**src/hdl/crsc_pkg.sv**
```systemverilog
// Shared types and constants for the clock replacement slot cache.
// Depends on nothing; imported by every module of the block.
package crsc_pkg;

    localparam int KEY_W  = 14;    // request key width
    localparam int CFG_W  = 10;    // active slot count register width
    localparam int IDX_W  = 9;     // reported slot index width
    localparam int WORD_W = KEY_W + 2;

    // Tag store word layout: {valid, reference, tag}
    localparam int VLD_BIT = WORD_W - 1;
    localparam int REF_BIT = WORD_W - 2;

    localparam logic [CFG_W-1:0] ACTIVE_SLOTS_RST = 10'd512;

    typedef enum logic [2:0] {
        ST_CLEAR,
        ST_IDLE,
        ST_LOOK_RD,
        ST_LOOK_CHK,
        ST_SWEEP_RD,
        ST_SWEEP_CHK
    } t_state;

    // Controller to datapath commands
    typedef struct packed {
        logic load;        // capture key and slot count, rewind scan pointer
        logic clr_wr;      // clearing pass: write empty word, step pointer
        logic rd_look;     // read the entry under the scan pointer
        logic look_next;   // step the scan pointer
        logic sweep_init;  // bring the hand back in range
        logic rd_sweep;    // read the entry under the hand
        logic sweep_pass;  // clear reference bit under the hand, step hand
        logic wr_hit;      // set reference bit at scan pointer, load hit result
        logic wr_victim;   // install key under the hand, load miss result
    } t_cmd;

    // Datapath to controller status
    typedef struct packed {
        logic match;       // entry read is valid and holds the key
        logic last;        // scan pointer is on the last active slot
        logic evict;       // entry read is empty or unreferenced
        logic clr_last;    // clearing pass is on the final entry
    } t_sts;

endpackage

```
**src/hdl/crsc_ctrl.sv**
```systemverilog
// Controller state machine for the clock replacement slot cache.
// Depends on crsc_pkg; drives crsc_dp through t_cmd and reads t_sts.
module crsc_ctrl (
    input  logic           i_clk,
    input  logic           i_rst_n,
    input  logic           i_req_valid,
    output logic           o_req_ready,
    output logic           o_rsp_valid,
    input  logic           i_rsp_ready,
    input  crsc_pkg::t_sts i_sts,
    output crsc_pkg::t_cmd o_cmd
);
    import crsc_pkg::*;

    t_state r_state, n_state;
    logic   r_rsp_valid, n_rsp_valid;
    logic   out_free;
    logic   finish;

    // State and response valid registers
    always_ff @(posedge i_clk) begin
        if (!i_rst_n) begin
            r_state     <= ST_CLEAR;
            r_rsp_valid <= 1'b0;
        end else begin
            r_state     <= n_state;
            r_rsp_valid <= n_rsp_valid;
        end
    end

    assign out_free = !r_rsp_valid || i_rsp_ready;

    // Next state and commands
    always_comb begin
        n_state     = r_state;
        o_cmd       = '0;
        o_req_ready = 1'b0;
        finish      = 1'b0;
        case (r_state)
            ST_CLEAR: begin
                o_cmd.clr_wr = 1'b1;
                if (i_sts.clr_last) begin
                    n_state = ST_IDLE;
                end
            end
            ST_IDLE: begin
                o_req_ready = 1'b1;
                if (i_req_valid) begin
                    o_cmd.load = 1'b1;
                    n_state    = ST_LOOK_RD;
                end
            end
            ST_LOOK_RD: begin
                o_cmd.rd_look = 1'b1;
                n_state       = ST_LOOK_CHK;
            end
            ST_LOOK_CHK: begin
                if (i_sts.match) begin
                    // hold here until the result register is free
                    if (out_free) begin
                        o_cmd.wr_hit = 1'b1;
                        finish       = 1'b1;
                        n_state      = ST_IDLE;
                    end
                end else if (i_sts.last) begin
                    o_cmd.sweep_init = 1'b1;
                    n_state          = ST_SWEEP_RD;
                end else begin
                    o_cmd.look_next = 1'b1;
                    n_state         = ST_LOOK_RD;
                end
            end
            ST_SWEEP_RD: begin
                o_cmd.rd_sweep = 1'b1;
                n_state        = ST_SWEEP_CHK;
            end
            ST_SWEEP_CHK: begin
                if (i_sts.evict) begin
                    if (out_free) begin
                        o_cmd.wr_victim = 1'b1;
                        finish          = 1'b1;
                        n_state         = ST_IDLE;
                    end
                end else begin
                    // second chance: clear the bit and move on
                    o_cmd.sweep_pass = 1'b1;
                    n_state          = ST_SWEEP_RD;
                end
            end
            default: begin
                n_state = ST_IDLE;
            end
        endcase
    end

    // Result register occupancy
    always_comb begin
        if (finish) begin
            n_rsp_valid = 1'b1;
        end else if (i_rsp_ready) begin
            n_rsp_valid = 1'b0;
        end else begin
            n_rsp_valid = r_rsp_valid;
        end
    end

    assign o_rsp_valid = r_rsp_valid;

endmodule

```
**config.mk**
```make
export PLATFORM = sky130hd
export DESIGN_NAME = crsc_ctrl
export DESIGN_NICKNAME = d
export VERILOG_FILES = /design/src/hdl/crsc_pkg.sv /design/src/hdl/crsc_ctrl.sv
export SDC_FILE = /design/constraint.sdc
export NUM_CORES = 1
export LEC_CHECK = 0
export ABC_AREA = 1
export CAP_MARGIN = 5
export CORE_AREA = 3 3 40 42
export DETAILED_ROUTE_END_ITERATION = 10
export DIE_AREA = 0 0 43 45
export DONT_BUFFER_PORTS = 1
export GPL_ROUTABILITY_DRIVEN = 1
export PLACE_DENSITY_LB_ADDON = 0.05
export SKIP_LAST_GASP = 1
export SYNTH_ARGS = -nofsm -noshare
export SYNTH_HDL_FRONTEND = slang
export SYNTH_SLANG_ARGS = --single-unit
```
**constraint.sdc**
```tcl
create_clock -name i_clk -period 1.1 [get_ports i_clk]
set_clock_uncertainty 0.05 [all_clocks]
set_input_delay 0.22 -clock i_clk [delete_from_list [all_inputs] [get_ports i_clk]]
set_output_delay 0.22 -clock i_clk [all_outputs]
set_load 0.02 [all_outputs]
```
==> flow_summary.json <==
{
  "run_status": "complete, but fails checks",
  "violated_checks": "setup timing",
  "place_hpwl_um": 722,
  "globalRouteTotalUtil_pct": 11.4,
  "worst_ep_arrival_time_ns": 1.08,
  "finalPower_mw": 0.484,
  "hp-class": "input pin to register",
  "post_synth_top_area_share_pct": 24.0,
  "drc_errors": 0,
  "actual_transition_at_the_worst_max_transition_pin_ns": 0.265,
  "setup.reg_to_reg.worst_slack_ns": -0.12,
  "grt.overflow.total": 0,
  "synth.top_cells.by_area": "sky130_fd_sc_hd__dfxtp_1, sky130_fd_sc_hd__inv_1, sky130_fd_sc_hd__nand2_1",
  "netlist_area_um2": 334,
  "detailedPlace.worstSlack_ns": -0.0521,
  "syn_to_final_growth_pct": 84.6,
  "numCtsBuffers": 3,
  "cts-root-to-sink-buffers": 2,
  "routabilityCongestion": 0.671,
  "route.vias.total": 410,
  "power.leakage_nw": 0.379,
  "fp.dieH_um": 45,
  "fin_crit_sh_pct": 123,
  "syn-num-nets": 73,
  "antenna_found_initial": 0,
  "core_mm2": 0.00128,
  "drt_first_iter_violations": 3,
  "antenna_cells": 0,
  "achievable-frequency_ghz": 0.741,
  "rsz0062_at_grt": "true",
  "post_syn_instances": 65,
  "cts_root_buf": "sky130_fd_sc_hd__clkbuf_4",
  "design_area_um2": 617,
  "syn_area_per_cell_um2": 5.14,
  "timing.rr.start": "r_state[1]",
  "drtAntennaViolNets": 0,
  "io_pins": 19,
  "hold_slack_ns": 0.0339,
  "setup_viol_count_final": 12,
  "rr_worst_depth": 9,
  "pin_count_of_the_biggest_net_entering_global_routing": 6,
  "tritoncts": "built",
  "io_buffer_count": 0,
  "endpoint_kind": "output pin",
  "rows": 13,
  "netlist-cell-type-count": 11,
  "first_global_vias": 398,
  "wire_length_of_the_first_global_routing_pass_um": 1580,
  "htreeDepth": 1,
  "critPathLaunch": "r_state[1]",
  "ir_worst_vdd_mv": 0.343,
  "final.min_clock_period_ns": 1.35,
  "post_route_cells_drive_above_1_share_pct": 57.3,
  "slew-limit-headroom_pct": 82.2,
  "placed_area_um2": 448,
  "route.detailed.wl_per_inst_um": 10.9,
  "initial_core_util_pct": 26.0,
  "worst-setup-path-type": "register to output pin",
  "finalHoldViolCount": 0,
  "post_synthesis_sequential_area_ratio_pct": 24.0,
  "nNetsFinal": 92,
  "worstSetupEndpoint": "o_cmd[0]",
  "startpoint_type": "register",
  "cp.required_ns": 0.83,
  "clk_transition_reported_paths_ns": 0.04,
  "design.die.area_mm2": 0.00194,
  "regToRegEndpoint": "r_state[0]",
  "ys_ff_latch": 4,
  "detail_route.vias_per_cell": 4.23,
  "drt_wl_total_um": 1060,
  "cap_viol_max_count": 0,
  "synth_largest_area_cell": "sky130_fd_sc_hd__dfxtp_1",
  "tritoncts_num_sinks": 4,
  "power_density_mw_per_mm2": 785,
  "tns_ns": -2.11,
  "worst_skew_pair.late_latency_ns": 0.24,
  "dieWidth_um": 43,
  "synth.yosys.warnings": 0,
  "timing.final.max_slew_violations": 0,
  "router_iterations_before_antenna_repair": 4,
  "path_max_fanout": 5,
  "fin_ws_ns": -0.250
}
[sequential cells by signal, summed over array words and instances (netlist names)]
| name | flops |
|---|---|
| o_rsp_valid | 1 |
| r_state | 3 |
[cells by family after synthesis]
group / count (synthesis) / share of synthesized area, %
buf+inv: 19 / 21.3
compound gates: 2 / 2.99
flops: 4 / 24.0
simple gates: 40 / 51.7
[worst min path at each step]
stage	start	to	slack (ns)	cells after the start
after detailed placement	i_rst_n	o_rsp_valid	0.27	2
after global routing	i_rst_n	o_rsp_valid	0.03	2
after CTS	i_rst_n	r_state[2]	0.03	2
after floorplan	i_rst_n	o_rsp_valid	0.27	2
after global placement	i_rst_n	o_rsp_valid	0.27	2
final	i_rst_n	r_state[2]	0.03	2
[cell usage after synthesis]
cell                      count
sky130_fd_sc_hd__inv_2        2
sky130_fd_sc_hd__nand3_2      1
sky130_fd_sc_hd__nor3_1       2
sky130_fd_sc_hd__nand2_2      2
sky130_fd_sc_hd__a21oi_1      1
sky130_fd_sc_hd__nand3_1      7
sky130_fd_sc_hd__inv_1       17
sky130_fd_sc_hd__dfxtp_1      4
sky130_fd_sc_hd__nand2_1     17
sky130_fd_sc_hd__o21ai_0      1
sky130_fd_sc_hd__nor2_1      11
[power by group]
| part | switching (mW) | leakage (nW) | internal [mW] |
|---|---|---|---|
| Combinational | 0.0893 | 0.331 | 0.0452 |
| Clock | 0.0616 | 0.0138 | 0.122 |
| Sequential | 0.0139 | 0.0344 | 0.152 |
| Total | 0.165 | 0.379 | 0.320 |
[stage by stage]
stage | std cells | util [%]
6_report | 97 | 48.0
4_1_cts | 96 | 44.9
3_5_place_dp | 88 | 34.9
5_1_grt | 97 | 48.0
2_1_floorplan | 65 | -
3_3_place_gp | 88 | 34.9
[critical path, cell delays in order (launching register included)]
cell                      delay [ns]
sky130_fd_sc_hd__dfxtp_4        0.37
sky130_fd_sc_hd__inv_4          0.06
sky130_fd_sc_hd__nand2_4        0.06
sky130_fd_sc_hd__nor2_4         0.09
sky130_fd_sc_hd__nand2_2        0.08
sky130_fd_sc_hd__nor2_4         0.18
[cell usage in the layout, fill, tap and decap left out, drive strengths merged]
master	n
buf	14
clkbuf	3
dfxtp	4
o21ai	1
inv	19
nand3	8
nor2	11
nor3	2
a21oi	1
nand2	19
[routing by layer]
metal | vias to the layer above | GRT usage (%) | share of wire, %
met5 | - | 0 | 0
met4 | 0 | 9.04 | 1.8
met3 | 4 | 3.19 | 6.3
met2 | 13 | 18.0 | 53
met1 | 166 | 12.9 | 39
li1 | 227 | - | -
[area by class of cell]
class | instances | area, µm²
clock buffers | 3 | 22.5
fillers | 139 | 668
inverters | 19 | 83.8
multi-input cells | 42 | 287
flip-flops and latches | 4 | 88.8
well taps | 15 | 18.8
repair buffers | 14 | 116
[what timing repair did]
action                     CTS  global route
hold buffers                 0             0
pin swaps                    9             6
buffers inserted             7             1
resized for setup           28             8
setup endpoints to repair   11            13
Note: power is estimated with default switching activity, not from simulation.
